[config.mk]
export PLATFORM = sky130hd
export DESIGN_NAME = midi_track_event_parser_unit
export DESIGN_NICKNAME = d
export VERILOG_FILES = /design/src/rtl/core/mtep_pkg.sv /design/src/rtl/core/mtep_decode.sv /design/src/rtl/core/midi_track_event_parser_unit.sv
export SDC_FILE = /design/constraint.sdc
export NUM_CORES = 1
export LEC_CHECK = 0
export BUFFER_PORTS_ARGS = -buffer_cell sky130_fd_sc_hd__clkbuf_2
export CAP_MARGIN = 20
export CORE_MARGIN = 2
export CORE_UTILIZATION = 65
export CTS_CLUSTER_DIAMETER = 30
export CTS_CLUSTER_SIZE = 30
export DETAILED_ROUTE_END_ITERATION = 7
export GPL_TIMING_DRIVEN = 0
export MAX_ROUTING_LAYER = met4
export PLACE_DENSITY = 0.84
export SLEW_MARGIN = 5
export SYNTH_ARGS = -nofsm -noshare
export SYNTH_HDL_FRONTEND = slang
export SYNTH_HIERARCHICAL = 1
export SYNTH_SLANG_ARGS = --single-unit
[constraint.sdc]
create_clock -name clk -period 10.5 [get_ports clk]
set_clock_uncertainty 0.2 [all_clocks]
set_input_delay 1.05 -clock clk [delete_from_list [all_inputs] [get_ports clk]]
set_output_delay 1.05 -clock clk [all_outputs]
set_load 0.1 [all_outputs]
[src/rtl/core/mtep_pkg.sv]
// Shared types, codes and helpers of the MIDI track event parser.
package mtep_pkg;

  localparam int unsigned TimeBitsDefault = 32;
  localparam int unsigned LenBits         = 28;

  typedef enum logic [3:0] {
    PH_DELTA     = 4'd0,
    PH_STATUS    = 4'd1,
    PH_DATA1     = 4'd2,
    PH_DATA2     = 4'd3,
    PH_META_CMD  = 4'd4,
    PH_META_LEN  = 4'd5,
    PH_SYSEX_LEN = 4'd6,
    PH_SKIP      = 4'd7,
    PH_DONE      = 4'd8
  } phase_t;

  localparam logic [2:0] KIND_NOTE_ON  = 3'd0;
  localparam logic [2:0] KIND_NOTE_OFF = 3'd1;
  localparam logic [2:0] KIND_PROGRAM  = 3'd2;
  localparam logic [2:0] KIND_END      = 3'd3;
  localparam logic [2:0] KIND_ERROR    = 3'd4;

  localparam logic [3:0] HI_NOTE_OFF   = 4'h8;
  localparam logic [3:0] HI_NOTE_ON    = 4'h9;
  localparam logic [3:0] HI_PROGRAM    = 4'hc;
  localparam logic [3:0] HI_PRESSURE   = 4'hd;
  localparam logic [3:0] HI_SYSTEM     = 4'hf;
  localparam logic [7:0] STATUS_META   = 8'hff;
  localparam logic [7:0] META_END      = 8'h2f;
  localparam logic [7:0] META_TEMPO    = 8'h51;
  localparam logic [LenBits-1:0] TEMPO_LEN = LenBits'(3);
  localparam logic [2:0] VARLEN_MAX    = 3'd4;

  typedef struct packed {
    phase_t              phase;
    logic [7:0]          run_status;
    logic [LenBits-1:0]  length_accum;
    logic [2:0]          length_seen;
    logic [LenBits-1:0]  skip_remaining;
    logic [7:0]          status_latch;
    logic [7:0]          first_data;
  } parse_state_t;

  localparam parse_state_t STATE_RESET = '{
    phase:          PH_DELTA,
    run_status:     8'd0,
    length_accum:   '0,
    length_seen:    3'd0,
    skip_remaining: '0,
    status_latch:   8'd0,
    first_data:     8'd0
  };

  typedef struct packed {
    logic       valid;
    logic [2:0] kind;
    logic [3:0] channel;
    logic [7:0] note;
    logic [7:0] velocity;
    logic [7:0] program_res;
  } event_t;

  // Phase that follows a status byte.
  function automatic phase_t status_phase(input logic [7:0] st);
    phase_t ph;
    if (st == STATUS_META) begin
      ph = PH_META_CMD;
    end else if (st[7:4] == HI_SYSTEM) begin
      ph = PH_SYSEX_LEN;
    end else begin
      ph = PH_DATA1;
    end
    return ph;
  endfunction

  function automatic phase_t skip_phase(input logic [LenBits-1:0] n);
    return (n == '0) ? PH_DELTA : PH_SKIP;
  endfunction

endpackage

[src/rtl/core/mtep_decode.sv]
// Next-state and event decode for one track byte.
module mtep_decode (
  input  logic [7:0]                      track_byte,
  input  logic                            start_track,
  input  mtep_pkg::parse_state_t          state_cur,
  output mtep_pkg::parse_state_t          state_next,
  output mtep_pkg::event_t                event_out,
  output logic                            time_add,
  output logic [mtep_pkg::LenBits-1:0]    time_delta
);

  mtep_pkg::parse_state_t cur;
  mtep_pkg::phase_t       eff_phase;
  logic [7:0]             eff_latch;
  logic [3:0]             hi;
  logic [3:0]             ch;
  logic [mtep_pkg::LenBits-1:0] vl_accum;
  logic [2:0]             vl_seen;
  logic                   vl_done;

  always_comb begin
    cur        = start_track ? mtep_pkg::STATE_RESET : state_cur;
    state_next = cur;
    event_out  = '0;
    time_add   = 1'b0;
    time_delta = '0;
    eff_phase  = cur.phase;
    eff_latch  = cur.status_latch;

    // A data byte where a status is expected reuses the running status.
    if (cur.phase == mtep_pkg::PH_STATUS && !track_byte[7] &&
        cur.run_status != 8'd0) begin
      state_next.status_latch = cur.run_status;
      state_next.length_accum = '0;
      state_next.length_seen  = 3'd0;
      eff_phase = mtep_pkg::status_phase(cur.run_status);
      eff_latch = cur.run_status;
    end

    hi       = eff_latch[7:4];
    ch       = eff_latch[3:0];
    vl_accum = {state_next.length_accum[mtep_pkg::LenBits-8:0], track_byte[6:0]};
    vl_seen  = state_next.length_seen + 3'd1;
    vl_done  = !track_byte[7] || (vl_seen >= mtep_pkg::VARLEN_MAX);

    unique case (eff_phase)
      mtep_pkg::PH_DELTA: begin
        state_next.length_accum = vl_accum;
        state_next.length_seen  = vl_seen;
        if (vl_done) begin
          time_add   = 1'b1;
          time_delta = vl_accum;
          state_next.length_accum = '0;
          state_next.length_seen  = 3'd0;
          state_next.phase        = mtep_pkg::PH_STATUS;
        end
      end
      mtep_pkg::PH_STATUS: begin
        if (track_byte[7]) begin
          state_next.run_status     = track_byte;
          state_next.status_latch   = track_byte;
          state_next.length_accum   = '0;
          state_next.length_seen    = 3'd0;
          state_next.phase          = mtep_pkg::status_phase(track_byte);
        end else begin
          state_next.phase = mtep_pkg::PH_DONE;
          event_out.valid  = 1'b1;
          event_out.kind   = mtep_pkg::KIND_ERROR;
        end
      end
      mtep_pkg::PH_DATA1: begin
        state_next.first_data = track_byte;
        if (hi == mtep_pkg::HI_PROGRAM) begin
          state_next.phase      = mtep_pkg::PH_DELTA;
          event_out.valid       = 1'b1;
          event_out.kind        = mtep_pkg::KIND_PROGRAM;
          event_out.channel     = ch;
          event_out.program_res = track_byte;
        end else if (hi == mtep_pkg::HI_PRESSURE) begin
          state_next.phase = mtep_pkg::PH_DELTA;
        end else begin
          state_next.phase = mtep_pkg::PH_DATA2;
        end
      end
      mtep_pkg::PH_DATA2: begin
        state_next.phase = mtep_pkg::PH_DELTA;
        if (hi == mtep_pkg::HI_NOTE_ON || hi == mtep_pkg::HI_NOTE_OFF) begin
          event_out.valid    = 1'b1;
          event_out.kind     = (hi == mtep_pkg::HI_NOTE_ON && track_byte != 8'd0) ?
                               mtep_pkg::KIND_NOTE_ON : mtep_pkg::KIND_NOTE_OFF;
          event_out.channel  = ch;
          event_out.note     = cur.first_data;
          event_out.velocity = track_byte;
        end
      end
      mtep_pkg::PH_META_CMD: begin
        state_next.first_data = track_byte;
        state_next.phase      = mtep_pkg::PH_META_LEN;
      end
      mtep_pkg::PH_META_LEN: begin
        if (cur.first_data == mtep_pkg::META_END) begin
          state_next.phase = mtep_pkg::PH_DONE;
          event_out.valid  = 1'b1;
          event_out.kind   = mtep_pkg::KIND_END;
        end else if (cur.first_data == mtep_pkg::META_TEMPO) begin
          // Tempo data is always three bytes, whatever the length byte says.
          state_next.skip_remaining = mtep_pkg::TEMPO_LEN;
          state_next.phase          = mtep_pkg::skip_phase(mtep_pkg::TEMPO_LEN);
        end else begin
          state_next.skip_remaining = mtep_pkg::LenBits'(track_byte);
          state_next.phase = mtep_pkg::skip_phase(mtep_pkg::LenBits'(track_byte));
        end
      end
      mtep_pkg::PH_SYSEX_LEN: begin
        state_next.length_accum = vl_accum;
        state_next.length_seen  = vl_seen;
        if (vl_done) begin
          state_next.skip_remaining = vl_accum;
          state_next.phase          = mtep_pkg::skip_phase(vl_accum);
          state_next.length_accum   = '0;
          state_next.length_seen    = 3'd0;
        end
      end
      mtep_pkg::PH_SKIP: begin
        state_next.skip_remaining = cur.skip_remaining - mtep_pkg::LenBits'(1);
        if (state_next.skip_remaining == '0) begin
          state_next.phase = mtep_pkg::PH_DELTA;
        end
      end
      mtep_pkg::PH_DONE: begin
        state_next = cur;
      end
      default: begin
        state_next = cur;
      end
    endcase
  end

endmodule

[src/rtl/core/midi_track_event_parser_unit.sv]
// MIDI track event parser: one track byte in per word, at most one event out per byte.
// Each accepted byte is fully decoded in the cycle it is taken, so the unit sustains one
// byte per clock; the event it causes appears on the master side on the next cycle and is
// held in an output register, so a new byte is taken whenever that register is empty or
// is being read. Delta times are added into a wrapping absolute time of TIME_BITS bits, of
// which the low 32 are reported. A byte with start_track set clears the parser first.
// After an end-of-track or an error word, bytes are consumed without effect until the
// next start.
module midi_track_event_parser_unit #(
  parameter int unsigned TIME_BITS = mtep_pkg::TimeBitsDefault
) (
  input  logic        clk,
  input  logic        rst,
  input  logic        s_tvalid,
  output logic        s_tready,
  input  logic [7:0]  s_tdata,   // track_byte
  input  logic        s_tuser,   // start_track
  output logic        m_tvalid,
  input  logic        m_tready,
  output logic [63:0] m_tdata,   // event_time[31:0], channel, note, velocity, program_res
  output logic [2:0]  m_tuser    // kind
);

  localparam int unsigned SumBits = (TIME_BITS > mtep_pkg::LenBits) ?
                                    TIME_BITS : mtep_pkg::LenBits;
  localparam int unsigned OutBits = (TIME_BITS > 32) ? TIME_BITS : 32;

  mtep_pkg::parse_state_t state;
  mtep_pkg::parse_state_t state_next;
  mtep_pkg::event_t       event_next;
  logic                   time_add;
  logic [mtep_pkg::LenBits-1:0] time_delta;

  logic [TIME_BITS-1:0]   elapsed;
  logic [TIME_BITS-1:0]   elapsed_cur;
  logic [SumBits-1:0]     elapsed_sum;
  logic [OutBits-1:0]     elapsed_out;
  logic                   accept;

  logic [31:0] event_time;
  logic [3:0]  channel;
  logic [7:0]  note;
  logic [7:0]  velocity;
  logic [7:0]  program_res;
  logic [2:0]  kind;

  mtep_decode u_decode (
    .track_byte  (s_tdata),
    .start_track (s_tuser),
    .state_cur   (state),
    .state_next  (state_next),
    .event_out   (event_next),
    .time_add    (time_add),
    .time_delta  (time_delta)
  );

  assign s_tready    = !m_tvalid || m_tready;
  assign accept      = s_tvalid && s_tready;
  assign elapsed_cur = s_tuser ? '0 : elapsed;
  assign elapsed_sum = SumBits'(elapsed_cur) + SumBits'(time_delta);
  assign elapsed_out = OutBits'(elapsed_cur);

  always_ff @(posedge clk) begin
    if (rst) begin
      state    <= mtep_pkg::STATE_RESET;
      elapsed  <= '0;
      m_tvalid <= 1'b0;
    end else begin
      if (accept) begin
        state <= state_next;
        if (time_add) begin
          elapsed <= elapsed_sum[TIME_BITS-1:0];
        end else begin
          elapsed <= elapsed_cur;
        end
      end
      if (s_tready) begin
        m_tvalid <= accept && event_next.valid;
      end
    end
  end

  always_ff @(posedge clk) begin
    if (accept && event_next.valid) begin
      kind        <= event_next.kind;
      event_time  <= elapsed_out[31:0];
      channel     <= event_next.channel;
      note        <= event_next.note;
      velocity    <= event_next.velocity;
      program_res <= event_next.program_res;
    end
  end

  assign m_tdata = {4'd0, program_res, velocity, note, channel, event_time};
  assign m_tuser = kind;

endmodule

==> results_dict.tcl, run 1 <==
set metrics [dict create \
    rows 47 \
    syn_area_sq_mm 0.0111 \
    clock_power_share_pct 43.7 \
    yosysWarningCount 6 \
    hold_violations 0 \
    drv_cap 0 \
    antenna_found_initial 0 \
    fill_cells 1271 \
    place_inst 1667 \
    hold_start "elapsed[19]" \
    final_cells 1700 \
    num_vias 11300 \
    r2r_start "state[86]" \
    timing.slew.headroom_pct 29.4 \
    clockBufferDepth 2 \
    rsz0062_at_grt "false" \
    synthCells 1371 \
    firstDrtPassIters 6 \
    ctsResizeCount 0 \
    worst-path-max-fanout 12 \
    first_global_vias 10300 \
    io_pins 82 \
    fin_crit_ns 6.91 \
    drtIter0Drc 1529 \
    synth.avg_cell_area_sq_um 8.08 \
    grtUsageTotal_pct 38.9 \
    cp.required_ns 10.63 \
    drv_slew 0 \
    finalWirelength_mm 34.1 \
    powerDensity_mw_per_mm2 121 \
    worst_pin_slew_ns 1.05 \
    core_area_sq_mm 0.0166 \
    worst_skew_pair.late_latency_ns 0.44 \
    die_y_um 135 \
    met2_usage_pct 57.6 \
    gr-usage-met3_pct 6.76 \
    vias_per_cell 6.63 \
    die-area_sq_mm 0.0181 \
    final_antenna_net_count 0 \
    startpoint "s_tuser" \
    finalSetupViolCount 0 \
    p_sw_share_pct 26.4 \
    drc 0 \
    drive_gt1_share_pct 10.5 \
    clkSinkCount 176 \
    fmax_mhz 145 \
    overflow 0 \
    period_share_pct 65.8 \
    internal_power_w 0.00109 \
    worst-setup-path-type "input pin to register" \
    power_switching_w 0.000393 \
    total_power_w 0.00149 \
    clkTransAtPathRegs_ns 0.07 \
    seqPwrFrac_pct 47.9 \
    insertedDiodeCount 0 \
    cts_tree "built" \
    cts-root-buf "clkbuf_16" \
    p_leak_nw 4.89 \
    cp-end-kind "register" \
    grt_most_used_layer "met2" \
    cts_inserted_buffers 17 \
    startpoint_type "input pin" \
    nets 1512 \
    finalWeightedCongestion 1.03 \
    cts_setup_buffers 0 \
    ir_drop_mv 0.133 \
    tns_ns 0 \
    syn2layout_area_growth_pct 11.4 \
    cts_hold_buf 0 \
    cp_data_arrival_time_ns 7.04 \
    dpl.hpwl_mm 24.4 \
    io_buffers 72 \
    wl_per_cell_um 20.0 \
    combPwrFrac_pct 8.5 \
    grt_pass1_wl_mm 53.8 \
    fp.dieW_um 135 \
    grt_max_degree 40 \
    worstHoldPathType "register to register" \
    initial_utilization_pct 66.5 \
    status "finished clean" \
    cts_htree_levels 4 \
    grt_use_met1_pct 52.5 \
]
worst max-delay path, cell delays in order:
cell      delay (ns)
clkbuf_2        0.17
clkbuf_1        0.29
inv_1           0.25
clkbuf_1        0.48
clkbuf_1        0.54
and3_1          0.29
ha_1            0.17
xnor2_1         0.14
nand2_1         0.17
nand3_1         0.22
inv_1           0.16
clkbuf_1        0.28
and2_1          0.26
ha_1            0.23
fa_1            0.40
a21o_1          0.23
a221oi_2        0.39
or3_1           0.21
buf_6           0.14
nand3_1         0.08
a21o_1          0.29
a21oi_1         0.22
mux2_2          0.36
power by group through the flow:
| stage | clock (W) | combinational (W) | sequential [W] |
|---|---|---|---|
| 3_3_place_gp | 0 | 0.000118 | 0.000727 |
| 4_1_cts | 0.000650 | 0.000121 | 0.000712 |
| 3_5_place_dp | 0 | 0.000120 | 0.000727 |
| 2_1_floorplan | 0 | 0.0000731 | 0.000736 |
| 6_report | 0.000650 | 0.000126 | 0.000712 |
| 5_1_grt | 0.000674 | 0.000132 | 0.000712 |
layer usage:
metal	wire length [um]	vias up
met5	0	-
met4	1490	0
met1	14000	5225
met3	3490	139
li1	-	5154
met2	15100	754
layout make-up:
class	instances	area [sq um]	share of cell area, %
clock inverters	14	154	1.25
repair buffers	74	385	3.12
inverters	14	52.6	0.426
well taps	220	275	2.23
plain buffers	106	443	3.59
multi-input cells	1078	6430	52.2
flip-flops and latches	176	4150	33.7
clock buffers	18	439	3.56
per-stage QoR:
step                worst slack (ns)  util [%]  area, sq um  hold WS, ns
floorplan                       4.82         -        11100        0.217
global placement                3.39      70.4        11700        0.227
detailed placement              3.35      70.5        11700        0.234
CTS                             3.80      74.1        12300        0.245
global route                    3.41      74.1        12300        0.273
finish                          3.59      74.1        12300        0.243
placed cells by master, fill, tap and decap left out, drive strengths merged, types with 20 or more instances in the layout:
cell    instances
nand2         266
clkbuf        172
a21oi         142
dfxtp         113
nor2          108
edfxtp         63
o21ai          55
nor2b          43
and2           40
and3           31
ha             31
buf            26
nand3          24
a21o           23
nor3           22
nor4           20
worst paths after layout:
| kind | endpoint | slack, ns | cells past startpoint |
|---|---|---|---|
| worst min-delay path | elapsed[19] | 0.24 | 2 |
| worst max register to register | elapsed[30] | 4.43 | 22 |
| worst min register to register | elapsed[19] | 0.24 | 2 |
| worst max-delay path | elapsed[30] | 3.59 | 23 |
flip-flops by register name (all words and copies together), names as in the netlist:
signal,cells
event_time,32
m_tuser,3
elapsed,32
channel,4
m_tvalid,1
state,80
velocity,8
program_res,8
note,8
No activity file was read; power rests on OpenSTA's default activity.
==> run 2, diff against run 1 <==
Settings changed: CORE_UTILIZATION 65 to 62, PLACE_DENSITY 0.84 to 0.81.
Clock period 10.5 ns to 6.9 ns, I/O delays scaled along.
==> results_dict.tcl, run 2 (same netlist as run 1, synthesis figures left out) <==
set metrics [dict create \
    regToRegSetupSlack_ns 0.82 \
    fill_cells 1413 \
    ctsResizeCount 0 \
    drtIter0Drc 1482 \
    dpl.hpwl_mm 24.5 \
    period_share_pct 93.1 \
    largest_reg_flops 80 \
    clock_power_share_pct 43.9 \
    rr_worst_depth 22 \
    seqPwrFrac_pct 47.6 \
    finalWirelength_mm 34.4 \
    finalSetupViolCount 0 \
    fin_crit_ns 6.42 \
    drc 0 \
    cp_data_arrival_time_ns 6.55 \
    grtUsageTotal_pct 37.7 \
    io_pins 82 \
    grt_max_degree 34 \
    tns_ns 0 \
    clkSinkCount 176 \
    whs_endpoint "elapsed[21]" \
    r2r_start "state[86]" \
    ff_latch_area_sq_mm 0.00415 \
    vias_per_cell 6.53 \
    power_switching_w 0.000612 \
    io_buffers 72 \
    rsz0062_at_grt "false" \
    postPlaceCellArea_sq_mm 0.0117 \
    internal_power_w 0.00166 \
    cp.required_ns 7.03 \
    cts-root-buf "clkbuf_16" \
    p_sw_share_pct 26.9 \
    wl_per_cell_um 20.2 \
    hold_path_depth 2 \
    overflow 0 \
    startpoint_type "input pin" \
    syn2layout_area_growth_pct 11.5 \
    timing.slew.headroom_pct 27.5 \
    final_common_cell "nand2_1" \
    die_y_um 138 \
    num_vias 11100 \
    worst-path-max-fanout 12 \
    cts_setup_buffers 0 \
    hold_start "elapsed[21]" \
    ir_drop_mv 0.223 \
    cp-end-kind "register" \
    die-area_sq_mm 0.0189 \
    clkTransAtPathRegs_ns 0.07 \
    fmax_mhz 156 \
    finalWeightedCongestion 0.974 \
    r2r-end "elapsed[30]" \
    worst-setup-path-type "input pin to register" \
    drive_gt1_share_pct 10.6 \
    multiInputGateArea_sq_mm 0.00643 \
    rows 48 \
    antenna_found_initial 0 \
    grt_pass1_wl_mm 53.6 \
    cts_tree "built" \
    drv_slew 0 \
    worst_pin_slew_ns 1.09 \
    largest_register "state" \
    cts_hold_buf 0 \
    p_leak_nw 4.89 \
    status "finished clean" \
    fp.dieW_um 138 \
    worstHoldPathType "register to register" \
    first_global_vias 10100 \
    hold_violations 0 \
    nets 1512 \
    cts_inserted_buffers 17 \
    insertedDiodeCount 0 \
    clockBufferDepth 2 \
    fin_area_sq_mm 0.0124 \
    core_area_sq_mm 0.0174 \
    initial_utilization_pct 63.8 \
    powerDensity_mw_per_mm2 184 \
    combPwrFrac_pct 8.5 \
    worst_skew_pair.late_latency_ns 0.44 \
    final_antenna_net_count 0 \
    cts_htree_levels 4 \
    layout_common_cells "266 x nand2_1, 139 x a21oi_1, 113 x dfxtp_1" \
    drv_cap 0 \
    firstDrtPassIters 7 \
    biggestRegsByFlops "state (80), elapsed (32), event_time (32)" \
]
-- run 2: area by class of cell --
cell class | instances | share of cell area (%)
inverter | 14 | 0.425
multi-input combinational | 1078 | 52.1
timing repair buffer | 74 | 3.12
tap | 225 | 2.28
buffer | 106 | 3.59
sequential | 176 | 33.6
clock buffer | 17 | 3.44
clock inverter | 15 | 1.41
-- run 2: layer usage --
layer  wire length (um)  GRT usage (%)
met1              14600           50.8
met2              15200           56.6
met3               3340           6.40
met4               1240           14.6
met5                  0              -
-- run 2: critical path: stages --
cell	delay [ns]
clkbuf_2	0.17
clkbuf_1	0.30
inv_1	0.25
clkbuf_1	0.47
clkbuf_1	0.44
and3_1	0.27
ha_1	0.18
xnor2_1	0.13
nand2_1	0.15
nand3_1	0.20
inv_1	0.16
clkbuf_1	0.33
and2_1	0.28
ha_1	0.23
fa_1	0.42
a21o_1	0.23
a221oi_2	0.35
or3_1	0.20
buf_6	0.13
nand3_1	0.08
a21o_1	0.29
a21oi_1	0.22
mux2_2	0.35
-- run 2: worst max-delay path by stage --
stage / start / to / slack (ns)
final: s_tuser / elapsed[30] / 0.48
after floorplan: s_tdata[7] / elapsed[28] / 1.58
after detailed placement: s_tuser / elapsed[28] / 0.22
after global routing: s_tuser / elapsed[28] / 0.17
after CTS: s_tuser / elapsed[28] / 0.65
after global placement: s_tuser / elapsed[30] / 0.30
-- run 2: power groups by stage --
| stage | Clock (W) | Sequential (W) | Combinational, W |
|---|---|---|---|
| after floorplan | 0 | 0.00112 | 0.000111 |
| after global placement | 0 | 0.00111 | 0.000180 |
| after detailed placement | 0 | 0.00111 | 0.000183 |
| after CTS | 0.00100 | 0.00108 | 0.000185 |
| after global routing | 0.00105 | 0.00108 | 0.000201 |
| final | 0.000999 | 0.00108 | 0.000192 |
-- run 2: per-stage QoR --
step / worst slack, ns / hold slack, ns / cells / util [%] / total power [W]
after global routing: 0.168 / 0.276 / 1705 / 71.2 / 0.00234
after floorplan: 1.58 / 0.217 / 1374 / - / 0.00123
after global placement: 0.295 / 0.227 / 1671 / 67.6 / 0.00129
after CTS: 0.647 / 0.253 / 1704 / 71.1 / 0.00227
final: 0.480 / 0.249 / 1705 / 71.2 / 0.00227
after detailed placement: 0.219 / 0.236 / 1672 / 67.7 / 0.00129
